**src/dmsd_pkg.sv**
```systemverilog
// ----------------------------------------------------------------------------
// dmsd_pkg
// Shared types, sizes and helpers for the door mode and sensor debouncer.
// ----------------------------------------------------------------------------
package dmsd_pkg;

   // Window lengths of the two sliding majority filters.
   localparam int MODE_WINDOW = 10;
   localparam int REED_WINDOW = 200;

   // Register widths and reset values.
   localparam int MODE_TH_W   = 4;
   localparam int SENSOR_TH_W = 8;
   localparam logic [MODE_TH_W-1:0]   MODE_TH_RESET   = MODE_TH_W'(8);
   localparam logic [SENSOR_TH_W-1:0] SENSOR_TH_RESET = SENSOR_TH_W'(180);

   // Configuration port.
   localparam int CSR_INDEX_W = 1;
   localparam int CSR_DATA_W  = SENSOR_TH_W;
   localparam logic [CSR_INDEX_W-1:0] CSR_MODE_THRESHOLD   = 1'b0;
   localparam logic [CSR_INDEX_W-1:0] CSR_SENSOR_THRESHOLD = 1'b1;

   // Stream word widths.
   localparam int REQ_DATA_W = 8;
   localparam int RSP_DATA_W = 8;

   typedef enum logic [1:0] {
      MODE_AUTO   = 2'd0,
      MODE_CLOSED = 2'd1,
      MODE_OPEN   = 2'd2
   } mode_type;

   // One sample handed from the input stage to both filters.
   typedef struct packed {
      logic     valid;
      mode_type mode;
      logic     reed;
   } step_type;

   // Throw pins to switch position: only a low, b high selects auto.
   function automatic mode_type decode_mode(input logic pin_a, input logic pin_b);
      mode_type m;
      if (!pin_a && pin_b) begin
         m = MODE_AUTO;
      end else if (!pin_a && !pin_b) begin
         m = MODE_CLOSED;
      end else begin
         m = MODE_OPEN;
      end
      return m;
   endfunction

endpackage

```
**src/dmsd_mode_window.sv**
```systemverilog
// ----------------------------------------------------------------------------
// dmsd_mode_window
// Sliding window over the decoded switch mode with running per-mode counts.
// ----------------------------------------------------------------------------
module dmsd_mode_window (
   input  logic                                clock,
   input  logic                                reset,
   input  dmsd_pkg::step_type                  step,
   input  logic [dmsd_pkg::MODE_TH_W-1:0]      mode_threshold,
   output dmsd_pkg::mode_type                  latched_mode_in
);
   import dmsd_pkg::*;

   localparam int PW   = $clog2(MODE_WINDOW);
   localparam int CW   = $clog2(MODE_WINDOW + 1);
   localparam int CMPW = (CW > MODE_TH_W) ? CW : MODE_TH_W;

   mode_type          ring_ff [MODE_WINDOW];
   logic [PW-1:0]     ptr_ff, ptr_in;
   logic [CW-1:0]     n_auto_ff, n_auto_in;
   logic [CW-1:0]     n_closed_ff, n_closed_in;
   logic [CW-1:0]     n_open;
   mode_type          latched_ff;
   mode_type          oldest;
   logic [CMPW-1:0]   th;

   assign oldest = ring_ff[ptr_ff];
   assign th     = CMPW'(mode_threshold);

   always_comb begin
      ptr_in          = ptr_ff;
      n_auto_in       = n_auto_ff;
      n_closed_in     = n_closed_ff;
      latched_mode_in = latched_ff;
      n_open          = '0;
      if (step.valid) begin
         ptr_in      = (ptr_ff == PW'(MODE_WINDOW - 1)) ? '0 : ptr_ff + PW'(1);
         // Entering sample counts in, the one it overwrites counts out.
         n_auto_in   = n_auto_ff + CW'(step.mode == MODE_AUTO)
                                 - CW'(oldest == MODE_AUTO);
         n_closed_in = n_closed_ff + CW'(step.mode == MODE_CLOSED)
                                   - CW'(oldest == MODE_CLOSED);
         n_open      = CW'(MODE_WINDOW) - n_auto_in - n_closed_in;
         if (CMPW'(n_auto_in) >= th) begin
            latched_mode_in = MODE_AUTO;
         end else if (CMPW'(n_closed_in) >= th) begin
            latched_mode_in = MODE_CLOSED;
         end else if (CMPW'(n_open) >= th) begin
            latched_mode_in = MODE_OPEN;
         end
      end
   end

   always_ff @(posedge clock) begin
      if (reset) begin
         for (int i = 0; i < MODE_WINDOW; i++) begin
            ring_ff[i] <= MODE_AUTO;
         end
         ptr_ff      <= '0;
         n_auto_ff   <= CW'(MODE_WINDOW);
         n_closed_ff <= '0;
         latched_ff  <= MODE_AUTO;
      end else begin
         if (step.valid) begin
            ring_ff[ptr_ff] <= step.mode;
         end
         ptr_ff      <= ptr_in;
         n_auto_ff   <= n_auto_in;
         n_closed_ff <= n_closed_in;
         latched_ff  <= latched_mode_in;
      end
   end

endmodule

```
**src/dmsd_reed_window.sv**
```systemverilog
// ----------------------------------------------------------------------------
// dmsd_reed_window
// Sliding window over the reed pin, kept in a memory, with a running count.
// ----------------------------------------------------------------------------
module dmsd_reed_window (
   input  logic                                clock,
   input  logic                                reset,
   input  dmsd_pkg::step_type                  step,
   input  logic [dmsd_pkg::SENSOR_TH_W-1:0]    sensor_threshold,
   output logic                                latched_closed_in
);
   import dmsd_pkg::*;

   localparam int PW = $clog2(REED_WINDOW);
   localparam int CW = $clog2(REED_WINDOW + 1);

   logic              reed_mem [REED_WINDOW];
   logic [PW-1:0]     ptr_ff, ptr_in;
   logic [PW-1:0]     rd_addr;
   logic              rd_ff;
   logic              wrapped_ff, wrapped_in;
   logic [CW-1:0]     n_high_ff, n_high_in;
   logic [CW-1:0]     n_low;
   logic              latched_ff;
   logic              oldest;

   // Entries are only trusted once the pointer has gone all the way round;
   // before that the overwritten entry is read as zero, as the memory has no reset.
   assign oldest = wrapped_ff & rd_ff;

   always_comb begin
      ptr_in            = (ptr_ff == PW'(REED_WINDOW - 1)) ? '0 : ptr_ff + PW'(1);
      wrapped_in        = wrapped_ff;
      n_high_in         = n_high_ff;
      n_low             = '0;
      latched_closed_in = latched_ff;
      // Prefetch the entry that the next sample will overwrite.
      rd_addr           = step.valid ? ptr_in : ptr_ff;
      if (step.valid) begin
         wrapped_in = wrapped_ff | (ptr_ff == PW'(REED_WINDOW - 1));
         n_high_in  = n_high_ff + CW'(step.reed) - CW'(oldest);
         n_low      = CW'(REED_WINDOW) - n_high_in;
         if (SENSOR_TH_W'(n_high_in) >= sensor_threshold) begin
            latched_closed_in = 1'b1;
         end else if (SENSOR_TH_W'(n_low) >= sensor_threshold) begin
            latched_closed_in = 1'b0;
         end
      end
   end

   always_ff @(posedge clock) begin
      if (step.valid) begin
         reed_mem[ptr_ff] <= step.reed;
      end
      rd_ff <= reed_mem[rd_addr];
   end

   always_ff @(posedge clock) begin
      if (reset) begin
         ptr_ff     <= '0;
         wrapped_ff <= 1'b0;
         n_high_ff  <= '0;
         latched_ff <= 1'b0;
      end else begin
         if (step.valid) begin
            ptr_ff <= ptr_in;
         end
         wrapped_ff <= wrapped_in;
         n_high_ff  <= n_high_in;
         latched_ff <= latched_closed_in;
      end
   end

endmodule

```
**src/door_mode_and_sensor_debouncer_unit.sv**
```systemverilog
// ----------------------------------------------------------------------------
// door_mode_and_sensor_debouncer_unit
// Sliding-window majority debounce of a three-position switch and a reed pin.
// ----------------------------------------------------------------------------
//
//   Channel  Direction  Word contents (lowest bit first)
//   req_     in         pin_a, pin_b, reed_level
//   rsp_     out        mode[1:0], sensor_closed, reported_state
//   csr_     in         index 0 mode_threshold, index 1 sensor_threshold
//
// One word is accepted per cycle while the result stream does not stall, and
// every accepted word yields exactly one result word: the word waits in the
// input register while the combinational window update between it and the
// result register computes its result.
// The rate rests on the running counts: each window keeps running counts that
// are updated from the entering and the leaving sample in one add and subtract.
// The reed window lives in a 200-entry memory whose read port prefetches the
// entry to be overwritten; a fill flag makes unwritten entries read as zero,
// so there is no clearing pass and words are taken right after reset.
// When rsp_tready is low the result register holds and the input register
// still takes one more word before req_tready drops.
//
module door_mode_and_sensor_debouncer_unit (
   input  logic                                  clock,
   input  logic                                  reset,
   // Input stream.
   input  logic                                  req_tvalid,
   output logic                                  req_tready,
   input  logic [dmsd_pkg::REQ_DATA_W-1:0]       req_tdata,  // pin_a, pin_b, reed_level
   // Result stream.
   output logic                                  rsp_tvalid,
   input  logic                                  rsp_tready,
   output logic [dmsd_pkg::RSP_DATA_W-1:0]       rsp_tdata,  // mode[1:0], sensor_closed,
                                                             // reported_state
   // Configuration writes.
   input  logic                                  csr_we,
   input  logic [dmsd_pkg::CSR_INDEX_W-1:0]      csr_index,
   input  logic [dmsd_pkg::CSR_DATA_W-1:0]       csr_wdata
);
   import dmsd_pkg::*;

   // Threshold registers.
   logic [MODE_TH_W-1:0]   mode_th_ff;
   logic [SENSOR_TH_W-1:0] sensor_th_ff;

   // Input register holding the raw pins of one word.
   logic     s1_valid_ff, s1_valid_in;
   logic     s1_pin_a_ff, s1_pin_b_ff, s1_reed_ff;

   // Result register.
   logic     rsp_valid_ff, rsp_valid_in;
   mode_type rsp_mode_ff;
   logic     rsp_closed_ff;
   logic     rsp_reported_ff;

   logic     req_accept;
   logic     advance;
   step_type step;
   mode_type latched_mode_in;
   logic     latched_closed_in;
   logic     reported_in;

   // The input register moves on whenever the result register is free or is
   // being emptied in the same cycle.
   assign advance    = s1_valid_ff & (~rsp_valid_ff | rsp_tready);
   assign req_tready = ~s1_valid_ff | advance;
   assign req_accept = req_tvalid & req_tready;

   assign s1_valid_in  = req_accept ? 1'b1 : (advance ? 1'b0 : s1_valid_ff);
   assign rsp_valid_in = advance ? 1'b1 : (rsp_tready ? 1'b0 : rsp_valid_ff);

   assign step.valid = advance;
   assign step.mode  = decode_mode(s1_pin_a_ff, s1_pin_b_ff);
   assign step.reed  = s1_reed_ff;

   dmsd_mode_window u_mode_window (
      .clock           (clock),
      .reset           (reset),
      .step            (step),
      .mode_threshold  (mode_th_ff),
      .latched_mode_in (latched_mode_in)
   );

   dmsd_reed_window u_reed_window (
      .clock             (clock),
      .reset             (reset),
      .step              (step),
      .sensor_threshold  (sensor_th_ff),
      .latched_closed_in (latched_closed_in)
   );

   // In auto the door state follows the reed sensor; in manual it reports
   // one when the switch selects open.
   assign reported_in = (latched_mode_in == MODE_AUTO) ? latched_closed_in
                                                       : (latched_mode_in == MODE_OPEN);

   always_ff @(posedge clock) begin
      if (reset) begin
         mode_th_ff   <= MODE_TH_RESET;
         sensor_th_ff <= SENSOR_TH_RESET;
         s1_valid_ff  <= 1'b0;
         rsp_valid_ff <= 1'b0;
      end else begin
         if (csr_we) begin
            case (csr_index)
               CSR_MODE_THRESHOLD:   mode_th_ff   <= csr_wdata[MODE_TH_W-1:0];
               CSR_SENSOR_THRESHOLD: sensor_th_ff <= csr_wdata[SENSOR_TH_W-1:0];
               default: ;
            endcase
         end
         s1_valid_ff  <= s1_valid_in;
         rsp_valid_ff <= rsp_valid_in;
      end
   end

   // Payload registers carry no reset.
   always_ff @(posedge clock) begin
      if (req_accept) begin
         s1_pin_a_ff <= req_tdata[0];
         s1_pin_b_ff <= req_tdata[1];
         s1_reed_ff  <= req_tdata[2];
      end
      if (advance) begin
         rsp_mode_ff     <= latched_mode_in;
         rsp_closed_ff   <= latched_closed_in;
         rsp_reported_ff <= reported_in;
      end
   end

   assign rsp_tvalid = rsp_valid_ff;
   assign rsp_tdata  = {4'b0000, rsp_reported_ff, rsp_closed_ff, rsp_mode_ff};

`ifndef SYNTH
   // Auto mode reports the debounced sensor.
   assert property (@(posedge clock) disable iff (reset)
      (rsp_tvalid && rsp_tdata[1:0] == MODE_AUTO) |-> (rsp_tdata[3] == rsp_tdata[2]))
      else $error("auto mode result does not report the sensor state");

   // Manual modes report one only for open.
   assert property (@(posedge clock) disable iff (reset)
      (rsp_tvalid && rsp_tdata[1:0] != MODE_AUTO) |->
         (rsp_tdata[3] == (rsp_tdata[1:0] == MODE_OPEN)))
      else $error("manual mode result reports the wrong state");

   // An accepted word always lands in the input register.
   assert property (@(posedge clock) disable iff (reset)
      req_accept |=> s1_valid_ff)
      else $error("accepted word lost from the input register");

   // A word that cannot advance stays put in the input register.
   assert property (@(posedge clock) disable iff (reset)
      (s1_valid_ff && !advance) |=>
         (s1_valid_ff && $stable(s1_pin_a_ff) && $stable(s1_pin_b_ff) && $stable(s1_reed_ff)))
      else $error("stalled word changed in the input register");
`endif

endmodule

```
**config.mk**
```make
export PLATFORM = sky130hd
export DESIGN_NAME = door_mode_and_sensor_debouncer_unit
export DESIGN_NICKNAME = d
export VERILOG_FILES = /design/src/dmsd_pkg.sv /design/src/dmsd_mode_window.sv /design/src/dmsd_reed_window.sv /design/src/door_mode_and_sensor_debouncer_unit.sv
export SDC_FILE = /design/constraint.sdc
export NUM_CORES = 1
export LEC_CHECK = 0
export BUFFER_PORTS_ARGS = -buffer_cell sky130_fd_sc_hd__buf_2
export CORE_UTILIZATION = 57
export CTS_CLUSTER_SIZE = 14
export DETAILED_ROUTE_END_ITERATION = 7
export PLACE_DENSITY = 0.83
export RECOVER_POWER = 100
export SLEW_MARGIN = 5
export SYNTH_ARGS = -nofsm -noshare
export SYNTH_HDL_FRONTEND = slang
export SYNTH_SLANG_ARGS = --single-unit
export TNS_END_PERCENT = 30
```
**constraint.sdc**
```tcl
create_clock -name clock -period 5.6 [get_ports clock]
set_clock_uncertainty 0.15 [all_clocks]
set_input_delay 1.68 -clock clock [delete_from_list [all_inputs] [get_ports clock]]
set_output_delay 1.68 -clock clock [all_outputs]
set_load 0.02 [all_outputs]
```
==> reports/metrics.yaml, run 1 <==
clock_network:
  cts_tree: "done"
  htree_num_levels: 1
  root_buffer: "clkbuf_16"
  cts_made_buffers: 30
  postCtsHoldBufs: 0
  clkTransAtPathRegs_ns: 0.06
  insertion_delay_ns: 0.57
  cts_sinks: 290
  clockBufferDepth: 3
yosys:
  yosys_warnings: 0
  async_reset_ff_share_pct: 0
  synth_seq_area_share_pct: 56.00
  syn_area_mm2: 0.01464
  ys_ff_latch: 290
  synth_ff_type: "edfxtp_1"
  syn_inst: 1303
  synth_edf_count: 239
  syn_avg_cell_area_um2: 11.23
  ys_types: 78
setup_path:
  critical_path_class: "reg2reg"
  cp-start-kind: "register"
  crit_path_end_kind: "register"
  crit_buf_inv: 3
  cpLargestDelayFamily: "adder cells"
  critPathMaxStageDelay_ns: 0.51
  crit_path_max_fanout: 8
  cp_common_cell: "ha_1"
  crit_slowest_cell: "mux4_2"
  crit_arrival_ns: 5.63
  crit_chain: "buf_12, mux4_2, mux4_2, nor2b_1, ha_1, inv_1, ha_2, inv_1, fa_1, ha_1, ha_2, fa_2, xor2_2, xnor2_2, xnor2_1, ha_1, a21oi_1, nor2_1, nor2_1, nor3_1, o22a_1"
  crit_required_ns: 5.76
run_status:
  status: "complete, but fails checks"
  failed_checks: "DRC, capacitance limit, slew limit"
placed_design:
  hpwl_um: 21310
  gp_congestion: 0.8850
  dpl_cell_area_mm2: 0.01483
  numPortBuffers: 22
die:
  start_util_pct: 58.13
  chipWidth_um: 162.3
  rows: 58
  dieArea_mm2: 0.02633
  die_y_um: 162.3
  io_pins: 32
  core_mm2: 0.02518
detailed_routing:
  vias_per_cell: 6.261
  drt-pass1-iter-count: 8
  vias: 10270
  met1_length_um: 12580
  dr_wl_met2_um: 16250
  route.top_layer_used: "met4"
  post_drt_wl_per_cell_um: 20.37
  drt_iter0_markers: 1357
  drc_errors: 2
  ant_nets: 0
  finalWirelength_um: 33420
  route.met3.wl_um: 3092
cells_and_area:
  layout-area-overhead-vs-synth_pct: 8.471
  fill_cells: 1881
  layout.nets: 1366
  design_area_mm2: 0.01588
  drive_gt1_share_pct: 10.53
  num_antenna_cells: 0
sta:
  clock.fmax_mhz: 182.7
  fin_crit_ns: 5.474
  setup_tns_ns: 0
  relSlewSlack_pct: -117.4
  finalHoldViolations: 0
  max_slew.worst_pin.slew_ns: 3.261
  setup_viol_count_final: 0
  drv_slew: 261
  post-route-period-util_pct: 97.74
global_routing:
  grtUsageTotal_pct: 25.50
  grt_pass1_vias: 10090
  grt_pass1_wl_um: 52180
  grt_max_degree: 111
  antenna_found_initial: 0
  gr-total-overflow: 0
pwr:
  leakage_uw: 0.005485
  irDropWorstVdd_v: 0.0003437
  power.density_mw_per_mm2: 328.2
worst_hold_path:
  min_path_type: "reg2reg"
run:
  drv_cap: 3
power breakdown:
group	leakage (µW)	switching [µW]	internal [µW]
clock network	0.000500	822	1260
registers	0.00261	28.4	2380
logic	0.00238	409	313
total	0.00549	1260	3950
synth_stat cells (all sizes together), types with 17 or more instances:
| master | instances | area share [%] |
|---|---|---|
| o21ai | 28 | 1.1 |
| nand2 | 114 | 3.1 |
| nor2 | 285 | 7.3 |
| inv | 53 | 1.4 |
| nand2b | 17 | 0.73 |
| mux2i | 32 | 2.2 |
| xnor2 | 19 | 1.1 |
| ha | 52 | 4.4 |
| buf | 37 | 1.8 |
| dfxtp | 51 | 7.0 |
| edfxtp | 239 | 49 |
| mux4 | 36 | 5.5 |
| a21oi | 46 | 1.6 |
| nor2b | 17 | 0.73 |
| clkbuf | 53 | 1.4 |
| nand3 | 54 | 1.9 |
cells in the final DEF (no fill, tap or decap), types with 5 or more instances in the layout:
cell and count:
a211o_1 8, a211oi_1 12, a21o_1 13, a21oi_1 46, a22oi_1 7, a31oi_1 7
and2_1 5, and3_1 7, buf_2 15, buf_4 12, bufinv_16 6, clkbuf_1 16
clkbuf_16 30, clkinv_1 7, dfxtp_1 49, edfxtp_1 239, ha_1 50, inv_1 53
mux2i_1 32, mux4_2 36, nand2_1 110, nand2b_1 17, nand3_1 53, nand4_1 10
nor2_1 285, nor2b_1 17, nor3_1 7, o211ai_1 8, o21ai_0 23, xnor2_1 18
xor2_1 8
worst paths after layout:
| kind | from | endpoint | slack [ns] | depth (start not counted) |
|---|---|---|---|---|
| setup reg to reg | register | rsp_reported_ff | 0.13 | 21 |
| setup / recovery | register | rsp_reported_ff | 0.13 | 21 |
| hold / removal | u_mode_window.n_auto_ff[0] | u_mode_window.n_auto_ff[0] | 0.31 | 2 |
| hold reg to reg | u_mode_window.n_auto_ff[0] | u_mode_window.n_auto_ff[0] | 0.31 | 2 |
repair_timing:
action | CTS | global route
endpoints found under the setup margin | 0 | 4
gates resized for setup | 0 | 7
buffers inserted | 0 | 1
metal layers:
layer | global-route usage [%] | up-vias
li1 | - | 4626
met1 | 31.81 | 4928
met2 | 43.10 | 589
met3 | 4.980 | 131
met4 | 11.28 | 0
met5 | 0 | -
metrics by stage:
stage	hold slack (ns)	worst slack, ns	power (µW)	util, %	cells
after floorplan	0.2817	0.09915	2990	-	1306
after global placement	0.2919	0.2260	3103	58.91	1585
after global routing	0.3338	-0.03777	5388	63.05	1641
after CTS	0.3078	0.04309	5208	63.03	1640
after detailed placement	0.2996	0.1121	3137	58.91	1585
final	0.3072	0.1264	5211	63.05	1641
worst min-delay path: stages, from the launching register on:
cell and delay, ns:
dfxtp_1 0.31, nand2_1 0.05, a21oi_1 0.05
sequential cells by signal (all words and copies together), names as in the netlist, 2 cells and up, named ones only:
name	flops
u_reed_window.reed_mem	200
u_mode_window.ring_ff	32
sensor_th_ff	8
u_reed_window.n_high_ff	8
u_reed_window.ptr_ff	8
mode_th_ff	4
u_mode_window.n_auto_ff	4
u_mode_window.n_closed_ff	4
u_mode_window.ptr_ff	4
rsp_mode_ff	2
u_mode_window.latched_ff	2
area by class of cell:
| class | count | area (µm²) | share of cell area (%) |
|---|---|---|---|
| clock buffers | 36 | 773.2 | 4.870 |
| inverters | 53 | 198.9 | 1.253 |
| multi-input cells | 873 | 5797 | 36.51 |
| repair buffers | 40 | 231.5 | 1.458 |
| clock inverters | 19 | 264.0 | 1.663 |
| flip-flops and latches | 290 | 8200 | 51.65 |
| well taps | 330 | 412.9 | 2.600 |
kinds of logic after synthesis:
group	share of synthesized area, %
buffers and inverters	4.624
AOI/OAI and AO/OA	8.625
xor gates and xnor gates	1.675
other	0.02562
adders and majority gates	4.992
muxes	7.881
DFF	56.00
and+or+nand+nor	16.17
Note: power is estimated with default switching activity, not from simulation.
==> run 2, diff against run 1 <==
==> constraint.sdc (replaced) <==
create_clock -name clock -period 5.6 [get_ports clock]
set_clock_uncertainty 0.15 [all_clocks]
set_input_delay 0.28 -clock clock [delete_from_list [all_inputs] [get_ports clock]]
set_output_delay 0.28 -clock clock [all_outputs]
set_load 0.02 [all_outputs]
==> run 2 against run 1 <==
  * The flow finishes with violations (capacitance limit, slew limit)
  * Maximum frequency rose by 0.74%
  * Die area did not move
  * Register-to-register slack improved by 0.04 ns
  * Clock-buffer cell count fell by 2
  * Wire length barely moved
  * Setup slack improved by 0.040 ns
  * Critical path depth did not move
  * Combinational power barely moved
  * Critical path type unchanged
  * Largest cell class unchanged
==> reports/metrics.yaml, run 2 (synthesis results as in run 1) <==
setup_path:
  crit_chain: "buf_12, mux4_2, mux4_2, nor2b_1, ha_1, inv_1, ha_2, inv_1, fa_1, ha_1, ha_1, fa_1, xor2_1, xnor2_1, xnor2_1, ha_1, a21oi_1, nor2_1, nor2_1, nor3_1, o22a_1"
  critPathMaxStageDelay_ns: 0.51  # about the same
  crit_slowest_cell: "mux4_2"
  crit_arrival_ns: 5.59  # -0.04 ns
  path_depth: 21  # unchanged
  critical_path_class: "reg2reg"
  crit_path_max_fanout: 8  # unchanged
  cpLargestDelayFamily: "adder cells"
  cp_common_cell: "ha_1"
  worstRegToRegCells: 21  # unchanged
  crit_path_end_kind: "register"
  cp-start-kind: "register"
  crit_required_ns: 5.76  # about the same
  crit_buf_inv: 3  # unchanged
detailed_routing:
  drc_errors: 0  # -2
  finalWirelength_um: 33390  # about the same
  drt-pass1-iter-count: 7  # -1
  post_drt_wl_per_cell_um: 20.21  # -0.76%
  vias_per_cell: 6.145  # -1.8%
  vias: 10150  # -1.2%
  drt_iter0_markers: 1269  # -6.5%
  ant_nets: 0  # unchanged
placed_design:
  numPortBuffers: 22  # unchanged
  hpwl_um: 21170  # -0.70%
  gp_congestion: 0.9187  # +3.8%
clock_network:
  root_buffer: "clkbuf_16"
  clkTransAtPathRegs_ns: 0.06  # about the same
  cts_made_buffers: 29  # -3.3%
  cts_tree: "done"
  htree_num_levels: 1  # unchanged
  clockBufferDepth: 3  # unchanged
  insertion_delay_ns: 0.56  # about the same
  cts_sinks: 290  # unchanged
cells_and_area:
  post-route-util_pct: 63.49  # +0.44 points
  top_register: "u_reed_window.reed_mem"
  fill_cells: 1868  # -0.69%
  multi_input_area_mm2: 0.005752  # -0.78%
  final_cell_mix: "nor2_1 (285), edfxtp_1 (239), nand2_1 (110), inv_1 (53), nand3_1 (53)"
  largest_reg_flops: 200  # unchanged
  layout-area-overhead-vs-synth_pct: 9.223
  layout.nets: 1377  # +0.81%
  reg_top3: "u_reed_window.reed_mem: 200 flops, u_mode_window.ring_ff: 32 flops"
  drive_gt1_share_pct: 9.758  # -0.77 points
  num_antenna_cells: 0  # unchanged
  final_common_cell: "nor2_1"
  seq_area_mm2: 0.008199  # about the same
pwr:
  leakage_uw: 0.005498  # +0.24%
  irDropWorstVdd_v: 0.0003168  # -7.8%
  power.density_mw_per_mm2: 327.6  # -0.17%
  p_total_uw: 5238  # +0.52%
die:
  core_mm2: 0.02518  # unchanged
  rows: 58  # unchanged
  dieArea_mm2: 0.02633  # unchanged
  io_pins: 32  # unchanged
  chipWidth_um: 162.3  # unchanged
  die_y_um: 162.3  # unchanged
  start_util_pct: 58.13  # unchanged
worst_hold_path:
  whs_path_depth: 4  # +2
  min_path_type: "in2reg"
sta:
  relSlewSlack_pct: -123.8  # -6.4 points
  setup_viol_count_final: 0  # unchanged
  clock.fmax_mhz: 184.1  # +0.74%
  max_slew.worst_pin.slew_ns: 3.357  # +0.09630 ns
  drv_slew: 238  # -8.8%
  whs_ns: 0.09619  # -0.2110 ns
  fin_crit_ns: 5.433  # -0.04042 ns
  finalHoldViolations: 0  # unchanged
  post-route-period-util_pct: 97.02  # -0.72 points
run:
  drv_cap: 3  # unchanged
run_status:
  failed_checks: "capacitance limit, slew limit"
  status: "complete, but fails checks"
global_routing:
  grtUsageTotal_pct: 25.51  # about the same
  grt_pass1_vias: 9966  # -1.2%
  grt_pass1_wl_um: 52220  # about the same
  antenna_found_initial: 0  # unchanged
  grt_max_degree: 109  # -1.8%
  gr-total-overflow: 0  # unchanged
## run 2: tightest hold or removal path, stage by stage
cell     delay [ns]
buf_2          0.09
nor2b_1        0.15
a21oi_1        0.18
nor2_1         0.05
## run 2: cell type report
class	instances	share of cell area (%)
clock buffer	34	4.719
clock inverter	20	1.831
inverter	53	1.244
multi-input combinational	873	35.98
sequential	290	51.28
tap	330	2.583
timing repair buffer	52	2.363
## run 2: through the flow
step	setup slack, ns	TNS, ns	instances	cell area [µm²]
2_1_floorplan	0.09915	0	1306	14650
3_3_place_gp	0.2529	0	1580	14810
3_5_place_dp	0.1375	0	1580	14810
4_1_cts	0.06882	0	1650	16020
5_1_grt	-0.01746	-0.01995	1652	15990
6_report	0.1668	0	1652	15990
## run 2: layer usage
layer,up-vias,part of all wire [%],GRT usage (%)
li1,4646,-,-
met1,4813,39,32.67
met2,563,49,42.93
met3,130,8.2,4.290
met4,0,4.3,10.72
met5,-,0,0
## run 2: worst paths after layout
| kind | from | endpoint | slack, ns |
|---|---|---|---|
| worst max register to register | register | rsp_reported_ff | 0.17 |
| worst max-delay path | register | rsp_reported_ff | 0.17 |
| worst min-delay path | rsp_tready | s1_valid_ff | 0.1 |
| worst min register to register | u_mode_window.n_auto_ff[0] | u_mode_window.n_auto_ff[0] | 0.31 |
## run 2: repair_timing
item                                    CTS  global route
endpoints found under the hold margin    19             0
endpoints found under the setup margin    0             2
hold buffers                             16             0
resized for setup                         0             2
buffers inserted                          0             2
## run 2: report_power, final
group | switching [µW] | leakage [µW] | total, µW | internal (µW)
registers | 28.3 | 0.00261 | 2410 | 2380
clock network | 820 | 0.000508 | 2110 | 1290
logic | 407 | 0.00238 | 719 | 311
total | 1260 | 0.00550 | 5240 | 3980
